### config.mk
export PLATFORM = sky130hd
export DESIGN_NAME = cef_root_unit
export DESIGN_NICKNAME = d
export VERILOG_FILES = /design/src/design/cef_pkg.sv /design/src/design/cef_root_unit.sv
export SDC_FILE = /design/constraint.sdc
export NUM_CORES = 2
export LEC_CHECK = 0
export ABC_AREA = 1
export BUFFER_PORTS_ARGS = -buffer_cell sky130_fd_sc_hd__buf_2
export CAP_MARGIN = 20
export CELL_PAD_IN_SITES_DETAIL_PLACEMENT = 0
export CELL_PAD_IN_SITES_GLOBAL_PLACEMENT = 2
export CORE_AREA = 2 2 517 519
export DETAILED_ROUTE_END_ITERATION = 8
export DIE_AREA = 0 0 519 521
export GPL_TIMING_DRIVEN = 0
export PLACE_DENSITY_LB_ADDON = 0.1
export SYNTH_ARGS = -nofsm -noshare
export SYNTH_HDL_FRONTEND = slang
export SYNTH_SLANG_ARGS = --single-unit
### constraint.sdc
create_clock -name clk -period 10.2 [get_ports clk]
set_input_delay 2.04 -clock clk [delete_from_list [all_inputs] [get_ports clk]]
set_output_delay 2.04 -clock clk [all_outputs]
set_load 0.02 [all_outputs]
### src/design/cef_pkg.sv
package cef_pkg;

  // Store geometry.
  localparam int MAX_POINTS = 128;
  localparam int CNT_W      = $clog2(MAX_POINTS + 1);
  localparam int IDX_W      = $clog2(MAX_POINTS);
  localparam int COORD_W    = 32;
  localparam int RAD_W      = 31;
  localparam int WORD_W     = 2 * COORD_W;

  // One input item: a point and the end-of-set mark.
  typedef struct packed {
    logic signed [COORD_W-1:0] point_x;
    logic signed [COORD_W-1:0] point_y;
    logic                      last_point;
  } in_item_t;

  // One result item.
  typedef struct packed {
    logic fits;
    logic overflowed;
  } out_item_t;

  // Start of an evaluation, from the load side to the search sequencer.
  typedef struct packed {
    logic             start;
    logic [CNT_W-1:0] count;
  } eval_req_t;

  // End of an evaluation.
  typedef struct packed {
    logic done;
    logic fits;
  } eval_rsp_t;

  // Request to the root unit: isqrt(floor(a*b/c)).
  typedef struct packed {
    logic        start;
    logic [63:0] a;
    logic [63:0] b;
    logic [63:0] c;
  } root_req_t;

  typedef struct packed {
    logic        done;
    logic [31:0] root;
  } root_rsp_t;

  typedef enum logic [1:0] {
    TS_LOAD,
    TS_EVAL,
    TS_HOLD
  } top_state_t;

  typedef enum logic [2:0] {
    RU_IDLE,
    RU_MUL,
    RU_DIV,
    RU_SQRT,
    RU_DONE
  } root_state_t;

  typedef enum logic [4:0] {
    SS_IDLE,
    SS_LIM,
    SS_LIMW,
    SS_SAME_RD,
    SS_SAME_CHK,
    SS_PI_RD,
    SS_PJ_RD,
    SS_PJ_CAP,
    SS_DIFF,
    SS_SQX,
    SS_SQY,
    SS_D2,
    SS_CHK,
    SS_ROOT_GO,
    SS_ROOT_WAIT,
    SS_CENTRE,
    SS_T_RD,
    SS_T_CHK,
    SS_T_MX,
    SS_T_MY,
    SS_T_SUM,
    SS_DONE
  } srch_state_t;

endpackage

### src/design/cef_root_unit.sv
module cef_root_unit import cef_pkg::*; (
  input  logic      clk,
  input  logic      rst_n,
  input  root_req_t req,
  output root_rsp_t rsp
);

  root_state_t state_r, state_nxt;
  logic [2:0]   pp_r, pp_nxt;
  logic [6:0]   step_r, step_nxt;
  logic [63:0]  a_r, a_nxt, b_r, b_nxt, c_r, c_nxt;
  logic [127:0] prod_r, prod_nxt;
  logic [63:0]  rem_r, rem_nxt;
  // Holds the quotient during division and the radicand during the root.
  logic [63:0]  quo_r, quo_nxt;
  logic [63:0]  res_r, res_nxt;
  logic [63:0]  bit_r, bit_nxt;
  logic [63:0]  mul_p_r;

  logic [31:0]  mul_a, mul_b;
  logic [6:0]   sh;
  logic [127:0] addend;
  logic [64:0]  t, diff;
  logic         ge;
  logic [63:0]  trial;

  // Partial product select: low/high halves of a and b.
  assign mul_a = pp_r[1] ? a_r[63:32] : a_r[31:0];
  assign mul_b = pp_r[0] ? b_r[63:32] : b_r[31:0];

  always_comb begin
    unique case (pp_r)
      3'd2, 3'd3: sh = 7'd32;
      3'd4:       sh = 7'd64;
      default:    sh = 7'd0;
    endcase
  end

  assign addend = {64'b0, mul_p_r} << sh;
  assign t      = {rem_r, prod_r[127]};
  assign ge     = t >= {1'b0, c_r};
  assign diff   = t - {1'b0, c_r};
  assign trial  = res_r + bit_r;

  // Sequencer: four partial products, restoring division, bitwise root.
  always_comb begin
    state_nxt = state_r;
    pp_nxt    = pp_r;
    step_nxt  = step_r;
    a_nxt     = a_r;
    b_nxt     = b_r;
    c_nxt     = c_r;
    prod_nxt  = prod_r;
    rem_nxt   = rem_r;
    quo_nxt   = quo_r;
    res_nxt   = res_r;
    bit_nxt   = bit_r;
    unique case (state_r)
      RU_IDLE: begin
        if (req.start) begin
          a_nxt     = req.a;
          b_nxt     = req.b;
          c_nxt     = req.c;
          prod_nxt  = '0;
          pp_nxt    = '0;
          state_nxt = RU_MUL;
        end
      end
      RU_MUL: begin
        pp_nxt = pp_r + 3'd1;
        if (pp_r != 3'd0) begin
          prod_nxt = prod_r + addend;
        end
        if (pp_r == 3'd4) begin
          step_nxt  = '0;
          rem_nxt   = '0;
          quo_nxt   = '0;
          state_nxt = RU_DIV;
        end
      end
      RU_DIV: begin
        rem_nxt  = ge ? diff[63:0] : t[63:0];
        quo_nxt  = {quo_r[62:0], ge};
        prod_nxt = {prod_r[126:0], 1'b0};
        step_nxt = step_r + 7'd1;
        if (step_r == 7'd127) begin
          step_nxt  = '0;
          res_nxt   = '0;
          bit_nxt   = 64'd1 << 62;
          state_nxt = RU_SQRT;
        end
      end
      RU_SQRT: begin
        if (quo_r >= trial) begin
          quo_nxt = quo_r - trial;
          res_nxt = (res_r >> 1) + bit_r;
        end else begin
          res_nxt = res_r >> 1;
        end
        bit_nxt  = bit_r >> 2;
        step_nxt = step_r + 7'd1;
        if (step_r == 7'd31) begin
          state_nxt = RU_DONE;
        end
      end
      RU_DONE: begin
        state_nxt = RU_IDLE;
      end
      default: state_nxt = RU_IDLE;
    endcase
  end

  always_ff @(posedge clk) begin
    if (!rst_n) begin
      state_r <= RU_IDLE;
    end else begin
      state_r <= state_nxt;
    end
    pp_r    <= pp_nxt;
    step_r  <= step_nxt;
    a_r     <= a_nxt;
    b_r     <= b_nxt;
    c_r     <= c_nxt;
    prod_r  <= prod_nxt;
    rem_r   <= rem_nxt;
    quo_r   <= quo_nxt;
    res_r   <= res_nxt;
    bit_r   <= bit_nxt;
    mul_p_r <= mul_a * mul_b;
  end

  assign rsp.done = (state_r == RU_DONE);
  assign rsp.root = res_r[31:0];

endmodule

* After elaboration in Yosys (flattened, before gate mapping)
Index checks and enable logic that the tools add are counted.
Word-level totals: input bits 195, bits in read-only memories 0, memories 0, latch bits 0, register bits after elaboration 653, output and inout port bits 33, memory bits (writable) 0
Cells by class: multiply operators 1, div/mod/pow operators 0, order comparisons 2, add/subtract/negate cells 7, bitwise operators 0, multiplexer cells 26, equality and inequality tests 15, shifts and indexed selects 1, reductions and logical operators 16
Operators by type and width (count):
- two-way mux 64 bit | 6
- case mux 128 bit (3 select lines) | 1
- case mux 64 bit (2 select lines) | 3
- two-way mux 128 bit | 2
- case mux 64 bit (3 select lines) | 1
- adder 128 bit | 1
- left shift 64 x 7 -> 128 bit | 1
- subtractor 64 bit | 2
- greater-or-equal comparator 65 x 64 -> 1 bit | 1
- adder 63 x 64 -> 64 bit | 1
- adder 64 bit | 1
- greater-or-equal comparator 64 bit | 1
- multiplier 32 x 32 -> 64 bit | 1
- two-way mux 32 bit | 2
- case mux 7 bit (3 select lines) | 1
- two-way mux 3 bit | 5
- two-way mux 7 bit | 2
- case mux 7 bit (2 select lines) | 1
- equality test 3 x 2 -> 1 bit (second input constant) | 4
- inequality test 2 bit (second input constant) | 6
- case mux 3 bit (4 select lines) | 1
- AND reduction 2 bit | 5
- nonzero test 3 bit | 3
- adder 7 x 1 -> 7 bit (second input constant) | 1
- other kinds (11) | 15

* Depth between registers and ports, before layout
depth after elaboration 7, depth in mapped cells 37, mapped depth without buffers 33

* Least setup slack after synthesis
No wires, ideal clock.
path kind input to register, start point input req[192] (netlist bit), end point register a_r[0], enable pin, stages 2, data required time 9.453 ns, path buffers 0, path slack -0.560 ns, arrival time 10.014 ns, path through inv_1 nor2_1
Between the ends: cells in the longest elaborated chain, start to end 1
RTL lines:
- start, declared | line cef_root_unit.sv:4 | input root_req_t req,
- AND reduction 2 bit (no source line)
- end signal, assigned | line cef_root_unit.sv:121 | a_r <= a_nxt;
- end, declared | line cef_root_unit.sv:11 | logic [63:0] a_r, a_nxt, b_r, b_nxt, c_r, c_nxt;
Every way passes these cells. A chain may end at the register's enable or synchronous reset.

* Worst setup path in the final report
start point register pp_r[0], end point register mul_p_r[39]
Between the ends: cells in the longest elaborated chain, start to end 2
RTL lines:
- start, declared | line cef_root_unit.sv:9 | logic [2:0] pp_r, pp_nxt;
- start signal, assigned | line cef_root_unit.sv:119 | pp_r <= pp_nxt;
- two-way mux 32 bit | line cef_root_unit.sv:29 | assign mul_b = pp_r[0] ? b_r[63:32] : b_r[31:0];
- multiplier 32 x 32 -> 64 bit | line cef_root_unit.sv:129 | mul_p_r <= mul_a * mul_b;
- end signal, assigned | line cef_root_unit.sv:129
- end, declared | line cef_root_unit.sv:18 | logic [63:0] mul_p_r;
Every way passes these cells.

==> impl_results.md <==
* Setup-failing EPs final at 0
* Crit path capture type: register
* Worst slew pin tran at 1240 ps
* Crit-path leading delay family: adder cells
* Number of warning messages in the yosys log at 0
* FP Rows at 189
* Most used flip-flop cell after synthesis: sky130_fd_sc_hd__edfxtp_1
* Clock tree skew after final layout at 89.8 ps
* CTS clk-pin slew, worst paths at 60 ps
* GR Overflow Total at 0
* Number of buffers on the longest clock path at 4
* I/O pin count at 228
* Final hold vios at 0
* Deepest level of the CTS H-tree at 3
* Overall die height at between 500 and 600 um
* Fraction of layout instances using a drive strength above 1 at 5.69%
* Total wirelength of the detailed-routed design at 415,000 um
* Post-Syn Area at about 90,000 um2
* Number of global-route vias before repair at 86,800
* Number of max-cap violations at 0
* Wire length of the first global-routing pass at 595,000 um
* Most frequent standard cell in the layout excluding fill and tap cells: sky130_fd_sc_hd__nand2_1
* Number of slew-limit violations in the final report at 0
* Sequential cell area at 18,000 um2
* Hold worst-path end: quo_r[46]$_DFFE_PP_
* Highest-count cells in the layout ignoring fill and taps: 3,964 x sky130_fd_sc_hd__nand2_1, 2,761 x sky130_fd_sc_hd__inv_1, 1,763 x sky130_fd_sc_hd__nor2_1, 899 x sky130_fd_sc_hd__fa_1, 589 x sky130_fd_sc_hd__ha_1
* Effective utilization at floorplan at 33.9%
* Largest net degree at the start of global routing at 53
* Detailed placer's ending HPWL at 358,000 um
* Root buffer cell: sky130_fd_sc_hd__clkbuf_16
* Final layout net count at around 15,000
* Cells after synthesis at 13,200
* Total routing resource utilization after global routing at roughly 30%
* DRT antenna net count at 0
* Last weighted congestion value of the routability-driven placer at ~1.0
* Cell types with the largest area share after synthesis: sky130_fd_sc_hd__fa_1 20%, sky130_fd_sc_hd__edfxtp_1 19%, sky130_fd_sc_hd__nand2_1 17%
* Number of clock sinks at 621
* Clock tree from TritonCTS: yes
* Count of unique library cells instantiated by Yosys at 52
* Area of the die at ~270,000 um2
* Async SR Flop Fraction at 0%
* Crit path DAT at around 11,000 ps
* WS Path Type: reg -> reg
* Clock buffers created by TritonCTS at 93
* RSZ-0062 raised after global routing: no
* Number of design rule violations left after detail routing at 0
* Area leader, netlist: sky130_fd_sc_hd__fa_1
* Count of routing violations after the opening detailed-route iteration at 6,923
* Register-to-register path setup slack at 250 ps
* Clock latency on the worst-skew pair at 870 ps
* Area overhead of the layout relative to synthesis at 11.2%
* Worst min-delay path startpoint: quo_r[45]$_DFFE_PP_
* Cell with the biggest individual delay on the critical path: sky130_fd_sc_hd__o21ai_2
* TritonRoute pass-1 iters at 6
* Number of cells on the worst reg-to-reg path at 30
* Share of synthesized area occupied by flip-flops and latches at 20.1%
* DIE WIDTH at 519 um
* Kind of launch point of the worst setup path: register
* Sum Neg Setup Slack at 0 ps
* Run status: complete, no violations
* Mean cell area of the mapped netlist at 6.80 um2
* Max-slew headroom at 16.2%
* Critical path buffer and inverter count at 9
* Post-DR vias/cell at 5.00
* Class of the most critical hold timing path: reg -> reg
* End of the worst register-to-register path: mul_p_r[39]$_DFF_P_
* CP Data Required Time at approximately 11,000 ps
* Share of the cycle needed by the critical path after routing at 97.5%
* Highest cell delay on the worst timing path at ~950 ps
* Hold depth at 2
* Core area at ~260,000 um2
* Total via count in the routed design at 85,900
* Footprint of the multi-input gates at between 50,000 and 60,000 um2
* Cell repeated most along the worst path: sky130_fd_sc_hd__fa_1
* Cts-stage hold buffer count at 0
* Worst Path Max Fanout at 10
* Number of synthesized register bits at around 620
* Highest Clock Rate at 101 MHz
* Area after DPL at 96,300 um2
* Area share of the leading cell type in the synthesized netlist at 20.1%
* Number of antenna violations at the first check in global routing at 19
* Fillers at around 29,000
* EDFF count, synth at between 500 and 600
* Worst hold margin at 539 ps
* Fin crit period at 9950 ps
* Worst reg2reg startpoint: pp_r[0]$_SDFFCE_PN0P_
* Finished layout cell area at about 100,000 um2
* Logic depth of the worst path, buffers included at 30
* Nets in the synthesized netlist at approximately 15,000
* Post-DR wirelength/cell at 24.1 um
* Input/output buffers at 227
==> final cells by class <==
type | count | share of cell area (%)
inverters | 2782 | 10.5
well taps | 3533 | 4.44
clock buffers | 104 | 2.45
flip-flops and latches | 621 | 18.1
clock inverters | 61 | 0.625
multi-input cells | 9444 | 60.0
repair buffers | 320 | 2.38
plain buffers | 314 | 1.50
diodes | 11 | 0.0276
==> kinds of logic after synthesis <==
kind of cell               after synthesis  share of synthesized area [%]
and+or+nand+nor                       6541                           29.1
buffers and inverters                 3101                           13.3
adders and majority gates             1488                           28.3
AOI/OAI and AO/OA                     1228                           7.37
DFF                                    621                           20.1
xor gates and xnor gates               187                           1.83
==> sequential cells by signal, summed over array words and instances, names as in the netlist <==
| register | cells |
|---|---|
| rem_r | 64 |
| step_r | 7 |
| pp_r | 3 |
| b_r | 64 |
| state_r | 3 |
| a_r | 64 |
| c_r | 64 |
| res_r | 64 |
| mul_p_r | 64 |
| quo_r | 64 |
| bit_r | 32 |
| prod_r | 128 |
==> Yosys cell counts (75+ instances only) <==
cell type and n:
sky130_fd_sc_hd__nand2_1 3964, sky130_fd_sc_hd__or2_2 77, sky130_fd_sc_hd__ha_1 589, sky130_fd_sc_hd__a21oi_1 523, sky130_fd_sc_hd__clkbuf_1 203, sky130_fd_sc_hd__fa_1 899
sky130_fd_sc_hd__o21ai_0 497, sky130_fd_sc_hd__edfxtp_1 554, sky130_fd_sc_hd__nand3_1 462, sky130_fd_sc_hd__nor2_1 1764, sky130_fd_sc_hd__xnor2_1 75, sky130_fd_sc_hd__inv_1 2764
sky130_fd_sc_hd__xor2_1 112
==> timing repair <==
action	4_1_cts	5_1_grt
resized for setup	9	45
setup buffers	2	6
endpoints found under the setup margin	6	6
gates cloned	0	0
==> through the flow <==
stage / std cells / worst slack, ps / utilization (%)
2_1_floorplan: 13200 / 1820 / -
3_3_place_gp: 16900 / -3080 / 36.0
3_5_place_dp: 17000 / -194 / 36.4
4_1_cts: 17200 / 115 / 37.6
5_1_grt: 17200 / 15.6 / 37.7
6_report: 17200 / 251 / 37.7
==> per-layer routing <==
metal,vias to the layer above,track usage [%],routed length [um]
met2,2854,49.3,187000
met5,-,0,34
met4,6,11.8,18700
met1,41600,40.6,183000
li1,40800,-,-
met3,621,4.09,26500
==> worst max path at each step <==
stage,startpoint,end
after global routing,pp_r[1]$_SDFFCE_PN0P_,mul_p_r[39]$_DFF_P_
after floorplan,state_r[0]$_SDFFE_PN0P_,bit_r[0]$_SDFFCE_PN0P_
after global placement,state_r[0]$_SDFFE_PN0P_,res_r[52]$_SDFFCE_PN0P_
final,pp_r[0]$_SDFFCE_PN0P_,mul_p_r[39]$_DFF_P_
after detailed placement,pp_r[0]$_SDFFCE_PN0P_,mul_p_r[44]$_DFF_P_
after CTS,pp_r[1]$_SDFFCE_PN0P_,mul_p_r[39]$_DFF_P_
==> worst register-to-register path, delay by kind of cell, from the launching register on <==
| kind | cells | cell delay (ps) |
|---|---|---|
| AOI/OAI and AO/OA | 1 | 960 |
| adders and majority gates | 9 | 4290 |
| and+or+nand+nor | 10 | 1660 |
| buffers and inverters | 9 | 2040 |
| DFF | 1 | 410 |
| xor gates and xnor gates | 1 | 430 |
Power is not shown: default switching activity piles up to over one toggle a cycle in this logic, so the estimate is an artifact.
