[src/design/cef_pkg.sv]
package cef_pkg;

  // Store geometry.
  localparam int MAX_POINTS = 128;
  localparam int CNT_W      = $clog2(MAX_POINTS + 1);
  localparam int IDX_W      = $clog2(MAX_POINTS);
  localparam int COORD_W    = 32;
  localparam int RAD_W      = 31;
  localparam int WORD_W     = 2 * COORD_W;

  // One input item: a point and the end-of-set mark.
  typedef struct packed {
    logic signed [COORD_W-1:0] point_x;
    logic signed [COORD_W-1:0] point_y;
    logic                      last_point;
  } in_item_t;

  // One result item.
  typedef struct packed {
    logic fits;
    logic overflowed;
  } out_item_t;

  // Start of an evaluation, from the load side to the search sequencer.
  typedef struct packed {
    logic             start;
    logic [CNT_W-1:0] count;
  } eval_req_t;

  // End of an evaluation.
  typedef struct packed {
    logic done;
    logic fits;
  } eval_rsp_t;

  // Request to the root unit: isqrt(floor(a*b/c)).
  typedef struct packed {
    logic        start;
    logic [63:0] a;
    logic [63:0] b;
    logic [63:0] c;
  } root_req_t;

  typedef struct packed {
    logic        done;
    logic [31:0] root;
  } root_rsp_t;

  typedef enum logic [1:0] {
    TS_LOAD,
    TS_EVAL,
    TS_HOLD
  } top_state_t;

  typedef enum logic [2:0] {
    RU_IDLE,
    RU_MUL,
    RU_DIV,
    RU_SQRT,
    RU_DONE
  } root_state_t;

  typedef enum logic [4:0] {
    SS_IDLE,
    SS_LIM,
    SS_LIMW,
    SS_SAME_RD,
    SS_SAME_CHK,
    SS_PI_RD,
    SS_PJ_RD,
    SS_PJ_CAP,
    SS_DIFF,
    SS_SQX,
    SS_SQY,
    SS_D2,
    SS_CHK,
    SS_ROOT_GO,
    SS_ROOT_WAIT,
    SS_CENTRE,
    SS_T_RD,
    SS_T_CHK,
    SS_T_MX,
    SS_T_MY,
    SS_T_SUM,
    SS_DONE
  } srch_state_t;

endpackage

[src/design/cef_search.sv]
module cef_search import cef_pkg::*; (
  input  logic              clk,
  input  logic              rst_n,
  input  eval_req_t         ereq,
  input  logic [RAD_W-1:0]  radius,
  output logic [IDX_W-1:0]  rd_addr,
  input  logic [WORD_W-1:0] rd_data,
  output root_req_t         rreq,
  input  root_rsp_t         rrsp,
  output eval_rsp_t         ersp
);

  srch_state_t state_r, state_nxt;
  logic [CNT_W-1:0] n_r, n_nxt, i_r, i_nxt, j_r, j_nxt, k_r, k_nxt;
  logic signed [COORD_W-1:0] xi_r, xi_nxt, yi_r, yi_nxt, xj_r, xj_nxt, yj_r, yj_nxt;
  logic [63:0] lim_r, lim_nxt;
  logic [31:0] adx_r, adx_nxt, ady_r, ady_nxt;
  logic        dyp_r, dyp_nxt, dxn_r, dxn_nxt;
  logic [32:0] mx_r, mx_nxt, my_r, my_nxt;
  logic [63:0] dx2_r, dx2_nxt, dy2_r, dy2_nxt, d2_r, d2_nxt, q_r, q_nxt;
  logic        ph_r, ph_nxt, side_r, side_nxt, fits_r, fits_nxt;
  logic [31:0] ax_r, ax_nxt, ay_r, ay_nxt;
  logic [33:0] cx_r, cx_nxt, cy_r, cy_nxt;
  logic [31:0] ex_r, ex_nxt, ey_r, ey_nxt;
  logic [63:0] ex2_r, ex2_nxt;
  logic [63:0] mul_p_r;

  logic [31:0] two_r, mul_a, mul_b;
  logic [32:0] dx, dy, adx, ady;
  logic [64:0] d2, s;
  logic [33:0] ox, oy;
  logic [35:0] ex_s, ey_s, exm, eym;
  logic signed [COORD_W-1:0] px, py;
  logic [CNT_W:0] j_inc, i_inc2, k_inc;
  logic wrap, last_pair, next_pair, k_adv, fail, skip;

  assign two_r = {radius, 1'b0};
  assign px    = rd_data[WORD_W-1:COORD_W];
  assign py    = rd_data[COORD_W-1:0];

  // Pair bookkeeping.
  assign j_inc     = {1'b0, j_r} + 1'b1;
  assign i_inc2    = {1'b0, i_r} + 2'd2;
  assign k_inc     = {1'b0, k_r} + 1'b1;
  assign wrap      = (j_inc == {1'b0, n_r});
  assign last_pair = wrap && (i_inc2 == {1'b0, n_r});

  // Pair differences and midpoint sums.
  assign dx  = {xi_r[31], xi_r} - {xj_r[31], xj_r};
  assign dy  = {yi_r[31], yi_r} - {yj_r[31], yj_r};
  assign adx = dx[32] ? (33'd0 - dx) : dx;
  assign ady = dy[32] ? (33'd0 - dy) : dy;
  assign d2  = {1'b0, dx2_r} + {1'b0, dy2_r};

  // Centre offsets; the second centre uses the negated pair.
  assign ox = (dyp_r ^ side_r) ? {2'b0, ax_r} : (34'd0 - {2'b0, ax_r});
  assign oy = (dxn_r ^ side_r) ? {2'b0, ay_r} : (34'd0 - {2'b0, ay_r});

  // Offset of a doubled point from the doubled centre.
  assign ex_s = {{3{px[31]}}, px, 1'b0} - {{2{cx_r[33]}}, cx_r};
  assign ey_s = {{3{py[31]}}, py, 1'b0} - {{2{cy_r[33]}}, cy_r};
  assign exm  = ex_s[35] ? (36'd0 - ex_s) : ex_s;
  assign eym  = ey_s[35] ? (36'd0 - ey_s) : ey_s;
  assign s    = {1'b0, ex2_r} + {1'b0, mul_p_r};

  assign skip = (k_r == i_r) || (k_r == j_r) ||
                ((px == xi_r) && (py == yi_r)) || ((px == xj_r) && (py == yj_r));

  // Shared 32x32 multiplier operands.
  always_comb begin
    mul_a = '0;
    mul_b = '0;
    unique case (state_r)
      SS_LIM:  begin mul_a = two_r; mul_b = two_r; end
      SS_SQX:  begin mul_a = adx_r; mul_b = adx_r; end
      SS_SQY:  begin mul_a = ady_r; mul_b = ady_r; end
      SS_T_MX: begin mul_a = ex_r;  mul_b = ex_r;  end
      SS_T_MY: begin mul_a = ey_r;  mul_b = ey_r;  end
      default: begin mul_a = '0;    mul_b = '0;    end
    endcase
  end

  // Read address for the point memory.
  always_comb begin
    unique case (state_r)
      SS_PI_RD: rd_addr = i_r[IDX_W-1:0];
      SS_PJ_RD: rd_addr = j_r[IDX_W-1:0];
      default:  rd_addr = k_r[IDX_W-1:0];
    endcase
  end

  // Search sequencer.
  always_comb begin
    state_nxt = state_r;
    n_nxt = n_r;  i_nxt = i_r;  j_nxt = j_r;  k_nxt = k_r;
    xi_nxt = xi_r;  yi_nxt = yi_r;  xj_nxt = xj_r;  yj_nxt = yj_r;
    lim_nxt = lim_r;  adx_nxt = adx_r;  ady_nxt = ady_r;
    dyp_nxt = dyp_r;  dxn_nxt = dxn_r;  mx_nxt = mx_r;  my_nxt = my_r;
    dx2_nxt = dx2_r;  dy2_nxt = dy2_r;  d2_nxt = d2_r;  q_nxt = q_r;
    ph_nxt = ph_r;  side_nxt = side_r;  fits_nxt = fits_r;
    ax_nxt = ax_r;  ay_nxt = ay_r;  cx_nxt = cx_r;  cy_nxt = cy_r;
    ex_nxt = ex_r;  ey_nxt = ey_r;  ex2_nxt = ex2_r;
    next_pair = 1'b0;
    k_adv     = 1'b0;
    fail      = 1'b0;
    unique case (state_r)
      SS_IDLE: begin
        if (ereq.start) begin
          n_nxt     = ereq.count;
          state_nxt = SS_LIM;
        end
      end
      SS_LIM: state_nxt = SS_LIMW;
      SS_LIMW: begin
        lim_nxt = mul_p_r;
        k_nxt   = '0;
        if (n_r <= CNT_W'(1)) begin
          fits_nxt  = 1'b1;
          state_nxt = SS_DONE;
        end else begin
          state_nxt = SS_SAME_RD;
        end
      end
      // Check whether every point equals the first one.
      SS_SAME_RD: state_nxt = SS_SAME_CHK;
      SS_SAME_CHK: begin
        if (k_r == '0) begin
          xi_nxt    = px;
          yi_nxt    = py;
          k_nxt     = k_inc[CNT_W-1:0];
          state_nxt = SS_SAME_RD;
        end else if ((px != xi_r) || (py != yi_r)) begin
          i_nxt     = '0;
          j_nxt     = CNT_W'(1);
          state_nxt = SS_PI_RD;
        end else if (k_inc == {1'b0, n_r}) begin
          fits_nxt  = 1'b1;
          state_nxt = SS_DONE;
        end else begin
          k_nxt     = k_inc[CNT_W-1:0];
          state_nxt = SS_SAME_RD;
        end
      end
      // Fetch the pair.
      SS_PI_RD: state_nxt = SS_PJ_RD;
      SS_PJ_RD: begin
        xi_nxt    = px;
        yi_nxt    = py;
        state_nxt = SS_PJ_CAP;
      end
      SS_PJ_CAP: begin
        xj_nxt    = px;
        yj_nxt    = py;
        state_nxt = SS_DIFF;
      end
      SS_DIFF: begin
        if ((adx > {1'b0, two_r}) || (ady > {1'b0, two_r})) begin
          next_pair = 1'b1;
        end else begin
          adx_nxt   = adx[31:0];
          ady_nxt   = ady[31:0];
          dyp_nxt   = !dy[32];
          dxn_nxt   = dx[32] || (dx == '0);
          mx_nxt    = {xi_r[31], xi_r} + {xj_r[31], xj_r};
          my_nxt    = {yi_r[31], yi_r} + {yj_r[31], yj_r};
          state_nxt = SS_SQX;
        end
      end
      SS_SQX: state_nxt = SS_SQY;
      SS_SQY: begin
        dx2_nxt   = mul_p_r;
        state_nxt = SS_D2;
      end
      SS_D2: begin
        dy2_nxt   = mul_p_r;
        state_nxt = SS_CHK;
      end
      // Coincident or too distant pairs define no centre.
      SS_CHK: begin
        if ((d2 == '0) || (d2 > {1'b0, lim_r})) begin
          next_pair = 1'b1;
        end else begin
          d2_nxt    = d2[63:0];
          q_nxt     = lim_r - d2[63:0];
          ph_nxt    = 1'b0;
          state_nxt = SS_ROOT_GO;
        end
      end
      SS_ROOT_GO: state_nxt = SS_ROOT_WAIT;
      SS_ROOT_WAIT: begin
        if (rrsp.done) begin
          if (!ph_r) begin
            ax_nxt    = rrsp.root;
            ph_nxt    = 1'b1;
            state_nxt = SS_ROOT_GO;
          end else begin
            ay_nxt    = rrsp.root;
            side_nxt  = 1'b0;
            state_nxt = SS_CENTRE;
          end
        end
      end
      SS_CENTRE: begin
        cx_nxt    = {mx_r[32], mx_r} + ox;
        cy_nxt    = {my_r[32], my_r} + oy;
        k_nxt     = '0;
        state_nxt = SS_T_RD;
      end
      // Test every other point against the centre.
      SS_T_RD: state_nxt = SS_T_CHK;
      SS_T_CHK: begin
        if (skip) begin
          k_adv = 1'b1;
        end else if ((exm > {4'b0, two_r}) || (eym > {4'b0, two_r})) begin
          fail = 1'b1;
        end else begin
          ex_nxt    = exm[31:0];
          ey_nxt    = eym[31:0];
          state_nxt = SS_T_MX;
        end
      end
      SS_T_MX: state_nxt = SS_T_MY;
      SS_T_MY: begin
        ex2_nxt   = mul_p_r;
        state_nxt = SS_T_SUM;
      end
      SS_T_SUM: begin
        if (s <= {1'b0, lim_r}) begin
          k_adv = 1'b1;
        end else begin
          fail = 1'b1;
        end
      end
      SS_DONE: state_nxt = SS_IDLE;
      default: state_nxt = SS_IDLE;
    endcase

    // Point passed: next point, or the whole set fits.
    if (k_adv) begin
      if (k_inc == {1'b0, n_r}) begin
        fits_nxt  = 1'b1;
        state_nxt = SS_DONE;
      end else begin
        k_nxt     = k_inc[CNT_W-1:0];
        state_nxt = SS_T_RD;
      end
    end

    // Centre failed: try the other centre, then the next pair.
    if (fail) begin
      if (!side_r) begin
        side_nxt  = 1'b1;
        state_nxt = SS_CENTRE;
      end else begin
        next_pair = 1'b1;
      end
    end

    if (next_pair) begin
      if (last_pair) begin
        fits_nxt  = 1'b0;
        state_nxt = SS_DONE;
      end else begin
        if (wrap) begin
          i_nxt = i_r + 1'b1;
          j_nxt = i_inc2[CNT_W-1:0];
        end else begin
          j_nxt = j_inc[CNT_W-1:0];
        end
        state_nxt = SS_PI_RD;
      end
    end
  end

  always_ff @(posedge clk) begin
    if (!rst_n) begin
      state_r <= SS_IDLE;
    end else begin
      state_r <= state_nxt;
    end
    n_r <= n_nxt;  i_r <= i_nxt;  j_r <= j_nxt;  k_r <= k_nxt;
    xi_r <= xi_nxt;  yi_r <= yi_nxt;  xj_r <= xj_nxt;  yj_r <= yj_nxt;
    lim_r <= lim_nxt;  adx_r <= adx_nxt;  ady_r <= ady_nxt;
    dyp_r <= dyp_nxt;  dxn_r <= dxn_nxt;  mx_r <= mx_nxt;  my_r <= my_nxt;
    dx2_r <= dx2_nxt;  dy2_r <= dy2_nxt;  d2_r <= d2_nxt;  q_r <= q_nxt;
    ph_r <= ph_nxt;  side_r <= side_nxt;  fits_r <= fits_nxt;
    ax_r <= ax_nxt;  ay_r <= ay_nxt;  cx_r <= cx_nxt;  cy_r <= cy_nxt;
    ex_r <= ex_nxt;  ey_r <= ey_nxt;  ex2_r <= ex2_nxt;
    mul_p_r <= mul_a * mul_b;
  end

  assign rreq.start = (state_r == SS_ROOT_GO);
  assign rreq.a     = ph_r ? dx2_r : dy2_r;
  assign rreq.b     = q_r;
  assign rreq.c     = d2_r;

  assign ersp.done = (state_r == SS_DONE);
  assign ersp.fits = fits_r;

endmodule

[config.mk]
export PLATFORM = sky130hd
export DESIGN_NAME = cef_search
export DESIGN_NICKNAME = d
export VERILOG_FILES = /design/src/design/cef_pkg.sv /design/src/design/cef_search.sv
export SDC_FILE = /design/constraint.sdc
export NUM_CORES = 2
export LEC_CHECK = 0
export ABC_AREA = 1
export BUFFER_PORTS_ARGS = -buffer_cell sky130_fd_sc_hd__buf_2
export CORE_ASPECT_RATIO = 0.75
export CORE_UTILIZATION = 55
export CTS_BUF_LIST = sky130_fd_sc_hd__clkbuf_8 sky130_fd_sc_hd__clkbuf_16
export DETAILED_ROUTE_END_ITERATION = 7
export GPL_TIMING_DRIVEN = 0
export MAX_ROUTING_LAYER = met4
export PLACE_DENSITY_LB_ADDON = 0.15
export SYNTH_ARGS = -nofsm -noshare
export SYNTH_HDL_FRONTEND = slang
export SYNTH_SLANG_ARGS = --single-unit
[constraint.sdc]
create_clock -name clk -period 11.4 [get_ports clk]
set_input_delay 2.28 -clock clk [delete_from_list [all_inputs] [get_ports clk]]
set_output_delay 2.28 -clock clk [all_outputs]
set_load 0.03 [all_outputs]
# --- Word-level counts from Yosys, hierarchy flattened ---
# Index checks and enable logic that the tools add are counted.
# Widths: inputs -> output; s select.
classes:
  order_cmp: 7
  n_eq_ne: 35
  n_mux: 78
  add_sub_neg: 21
  bitwise: 7
  n_mul: 1
  n_reduce_logical: 27
op_table:
  columns: ["cell", "n"]
  rows:
  - ["$pmux 32 s5", 1]
  - ["$mux 8", 17]
  - ["$add 64x64->65", 2]
  - ["$eq 32x32->1", 4]
  - ["$pmux 32 s2", 2]
  - ["$pmux 5 s21", 1]
  - ["$mux 5", 15]
  - ["$gt 36x32->1", 2]
  - ["$mux 36", 2]
  - ["$sub 1x35->36 const A", 2]
  - ["$sub 33x34->35", 2]
  - ["$add 34x34->34", 2]
  - ["$mux 34", 2]
  - ["$add 32x32->33", 2]
  - ["$gt 33x32->1", 2]
  - ["$mux 33", 2]
  - ["$sub 1x32->33 const A", 2]
  - ["$sub 1x33->33 const A", 2]
  - ["$sub 32x32->33", 2]
  - ["$gt 65x64->1", 1]
  - ["$le 65x64->1", 1]
  - ["$logic_not 65->1", 1]
  - ["$mul 32x32->64", 1]
  - ["$mux 32", 2]
  - ["other kinds (33)", 104]
totals:
  in_bits: 139
  ff_bits: 944
  wordCells: 207
  output_inout_bits: 202

# --- Longest topological paths before layout ---
logic_depth:
  ltp_word: 12
  ltp_mapped: 48
  ltp_nobuf: 46

# --- Worst setup path after synthesis ---
# OpenSTA, ideal clock, no wires.
synth_timing:
  path_type: "register -> register"
  startpoint: "reg state_r[2]"
  endpoint: "reg mul_p_r[54]"
  period_less_slack_ns: 10.124
  t_arrival_ns: 10.052
  stages_incl_launch_ff: 34
  setup_ns: 0.072
  path_buffers: 3
  required_time_ns: 11.328
  path_slack_ns: 1.276
  path_cell_list: "dfxtp_1 nor2_1 inv_1 nor3_1 buf_2 buf_1 a22o_1 nor2_1 inv_1 buf_1 nand2_1 fa_1 inv_1 fa_1 fa_1 inv_1 fa_1 inv_1 fa_1 fa_1 fa_1 inv_1 fa_1 inv_1 ha_1 a21oi_1 inv_1 a31oi_1 o221ai_1 a21oi_1 o21ai_1 a21o_1 a21oi_1 xnor2_1"
synth_via:
  elab_chain_cells: 3
  elab_cells_between_ends: 7
  classes_between: "1 x mul; 5 x eq/ne; 1 x mux"
synth_rtl:
  columns: ["element", "line", "source"]
  rows:
  - ["start: declaration", "cef_search.sv:13", "srch_state_t state_r, state_nxt;"]
  - ["start signal: assignment", "cef_search.sv:279", "state_r <= state_nxt;"]
  - ["$eq 5x5->1, or another cell as far along", "cef_search.sv:73", "unique case (state_r)"]
  - ["$pmux 32 s5 *", "cef_search.sv:73", null]
  - ["$mul 32x32->64 *", "cef_search.sv:289", "mul_p_r <= mul_a * mul_b;"]
  - ["end signal: assignment", "cef_search.sv:289", null]
  - ["end: declaration", "cef_search.sv:26", "logic [63:0] mul_p_r;"]
# Every way passes the cells marked *; elsewhere a longest branch is shown, timed or not.
# A chain may end at the register's enable or synchronous reset.

# --- Final worst setup path ---
layout_timing:
  startpoint: "in radius[6]"
  endpoint: "reg mul_p_r[62]"
layout_via:
  elab_chain_cells: 2
layout_rtl:
  columns: ["element", "line", "source"]
  rows:
  - ["start: declaration", "cef_search.sv:5", "input logic [RAD_W-1:0] radius,"]
  - ["$pmux 32 s5", "cef_search.sv:73", null]
  - ["$mul 32x32->64", "cef_search.sv:289", null]
# Every way passes these cells.

==> run summary <==
placed cell count -> 15300
Clock Sinks -> 937
Fmax -> 87.7 MHz
commonest non-fill, non-tap cell in the layout -> inv_1
Psw -> 6.10 mW
GRT Overall Usage -> 0.422
clk_lat worst skew -> 0.79 ns
layout overhead on the synthesized area -> 8.79%
Worst-path clk slew -> 0.08 ns
leak pwr -> 54.4 nW
DIE WIDTH -> 498 microns
peak supply drop -> 0.126 mV
Synth Area per Inst -> 8.14 sq um
Core Region -> 183000 sq um
Yosys warnings -> 0
Setup CP Type -> primary input to flip-flop
post-route clock skew -> 0.101 ns
RSZ-0062 raised after global routing -> true
type of the worst min-delay path -> flip-flop to flip-flop
Overall Power -> 14.0 mW
FP Rows -> 136
unique cell type count in the Yosys netlist -> 81
Initial Utilization -> 0.554
IO Pins -> 341
Synthesized Nets -> 14400
Post-Route WL -> 386000 microns
PwrDens -> 127 nW/um^2
Post-Layout Cell Count -> 15500
Clk network pwr share -> 0.242
Slew Viols, Final -> 2
slowest CP cell -> buf_1
Primary FF master, synth -> edfxtp_1
global-route wire length before repair -> 557000 microns
#FFs+latches synth -> 937
via count -> 89400
CP bufs+invs -> 8
Gate power share -> 0.444
Slew @ Worst Pin -> 1.53 ns
Critical Path Source Type -> primary input
Crit path max-delay family -> adder cells
Crit. End Element -> flip-flop
htree depth -> 3
CTS tree -> done
commonest non-fill, non-tap cells in the layout -> inv_1, nand2_1, nor2_1
Crit path arrival time -> 11.98 ns
Post-Route Utilization -> 0.603
total of max-cap violations -> 2
post-route ant nets -> 0
share of cells above drive strength 1 -> 0.0702
Flop pwr share -> 0.314
Max-slew headroom -> -0.0202
failing checks -> max-capacitance violations, max-slew violations, negative setup slack
synthesized area -> 102000 sq um
Seq/Total Area, Yosys -> 0.268
Worst path max stage delay -> 0.72 ns
cell with the most instances on the worst path -> fa_1
# DRC -> 0
ys async rst share -> 0
First-pass DRT Iterations -> 6
initial antenna violation count -> 19
Final Critical Period -> 11.40 ns
Clock Tree Buf Depth -> 3
setup violators final -> 1
Synth Instances -> 12500
EDFF count, synth -> 843
dpl hpwl -> 327000 microns
Worst Setup Slack, final -> -0.00471 ns
gp weighted congestion -> 1.09
grt ovf -> 0
Die Span Y -> 374 microns
Initial DRC Count -> 11700
Sw Ratio -> 0.435
outcome -> finished with violations
hold_buf cts -> 0
CP max FO -> 10
largest net degree at the start of global routing -> 90
nets -> 14900
vias in the first global route -> 84700
Final Hold Viols -> 0
die area -> 186000 sq um
IO buf count -> 339
Crit path required time -> 11.98 ns
clock root buffer master -> clkbuf_16
P_int -> 7.91 mW
drt wl/cell -> 25.0 microns
number of CTS-inserted buffers -> 98
Final Cycle Share -> 1.00
drt via density -> 5.78
==> final timing paths <==
| check | startpoint | to | slack, ns | cells past startpoint |
|---|---|---|---|---|
| setup / recovery | radius[6] | mul_p_r[62] | -0.005 | 32 |
| hold reg to reg | mul_p_r[19] | dx2_r[19] | 0.52 | 0 |
| setup reg to reg | state_r[0] | mul_p_r[62] | 0.16 | 35 |
| hold / removal | mul_p_r[19] | dx2_r[19] | 0.52 | 0 |
==> power by group through the flow <==
stage                     sequential (mW)  combinational [mW]  clock, mW
after floorplan                      4.25                3.84          0
after global placement               4.44                5.77          0
after detailed placement             4.44                5.92          0
after CTS                            4.36                5.97       3.41
after global routing                 4.39                6.72       3.52
final                                4.40                6.23       3.39
==> timing repair <==
action | in CTS | in global routing
endpoints found under the setup margin | 5 | 31
cloned | 0 | 0
buffers inserted | 0 | 3
resized for setup | 2 | 59
hold endpoints to repair | 0 | 0
==> Yosys cell counts, types with 7 or more instances <==
library cell  count  area, sq um
xor2_1          492         4310
o221ai_1         21          184
o21ai_0         326         1630
nor4_1           60          375
buf_2            37          185
and2_1           18          113
a21o_1           23          173
fa_1            820        16400
nor3_1          139          696
nand2_2          67          419
mux2_2           62          698
a21oi_2           7         61.3
clkinv_1         21         78.8
a22o_1           38          333
nor2_1         1216         4560
nand3_2          10          100
ha_1            973        12200
o21bai_1         45          338
o211ai_1         19          143
xnor2_1         206         1800
a211oi_1         14          105
inv_1          2610         9800
clkbuf_1        121          454
a21oi_1         745         3730
a22oi_1           8         60.1
nand4_1         141          882
a21boi_1         14          105
a221oi_1         26          228
nand3_1         381         1910
nand3b_1         32          240
o21ai_1          30          150
nor3_2           14          140
o21ai_2           7         61.3
or2_2            14         87.6
inv_2            25         93.8
nor2_2           42          263
buf_4             9         67.6
dfxtp_1          94         1880
nand2_1        2436         9140
a21boi_0         26          195
buf_1             9         33.8
a31oi_1          94          588
o31ai_1          24          180
edfxtp_1        843        25300
o21a_1           31          233
==> final cells by class <==
class,count,area [sq um]
Tap cell,2415,3020
Sequential cell,937,27200
Clock inverter,82,790
Buffer,177,813
Antenna cell,21,52.6
Clock buffer,103,2550
Inverter,2658,10000
Fill cell,16400,72800
Timing Repair Buffer,377,2300
Multi-Input combinational cell,8692,63700
==> routing by layer <==
layer / global-route usage / vias up / share of wire
met5: - / - / 0
met4: 0.122 / 0 / 0.034
met3: 0.158 / 645 / 0.16
met2: 0.526 / 5563 / 0.37
met1: 0.623 / 42600 / 0.44
li1: - / 40600 / -
==> sequential cells by signal (all words and copies together) (netlist names), 34 cells and up <==
register / count
cy_r: 34
ex2_r: 63
lim_r: 63
q_r: 64
dx2_r: 63
d2_r: 64
mul_p_r: 63
cx_r: 34
dy2_r: 63
==> through the flow <==
step	area, sq um	TNS, ns	setup WS [ns]	hold WS (ns)
after floorplan	102000	0	1.28	0.464
after global placement	106000	-115.64	-2.91	0.506
after CTS	110000	0	0.0848	0.507
after global routing	110000	-0.0554	-0.0295	0.539
final	110000	-0.00471	-0.00471	0.517
after detailed placement	107000	-18.66	-0.949	0.517
==> kinds of logic (layout without fill, tap and decap cells) <==
kind of cell | Yosys count | count (layout) | share of synthesized area
muxes | 62 | 62 | 0.00688
other | 1 | 22 | 0.0000369
buffers and inverters | 2837 | 3397 | 0.106
adders and majority gates | 1793 | 1793 | 0.282
DFF | 937 | 937 | 0.268
AOI/OAI and AO/OA | 1527 | 1527 | 0.0863
xor gates and xnor gates | 703 | 703 | 0.0610
and+or+nand+nor | 4606 | 4606 | 0.190
Power figures use the tool's default switching activity.
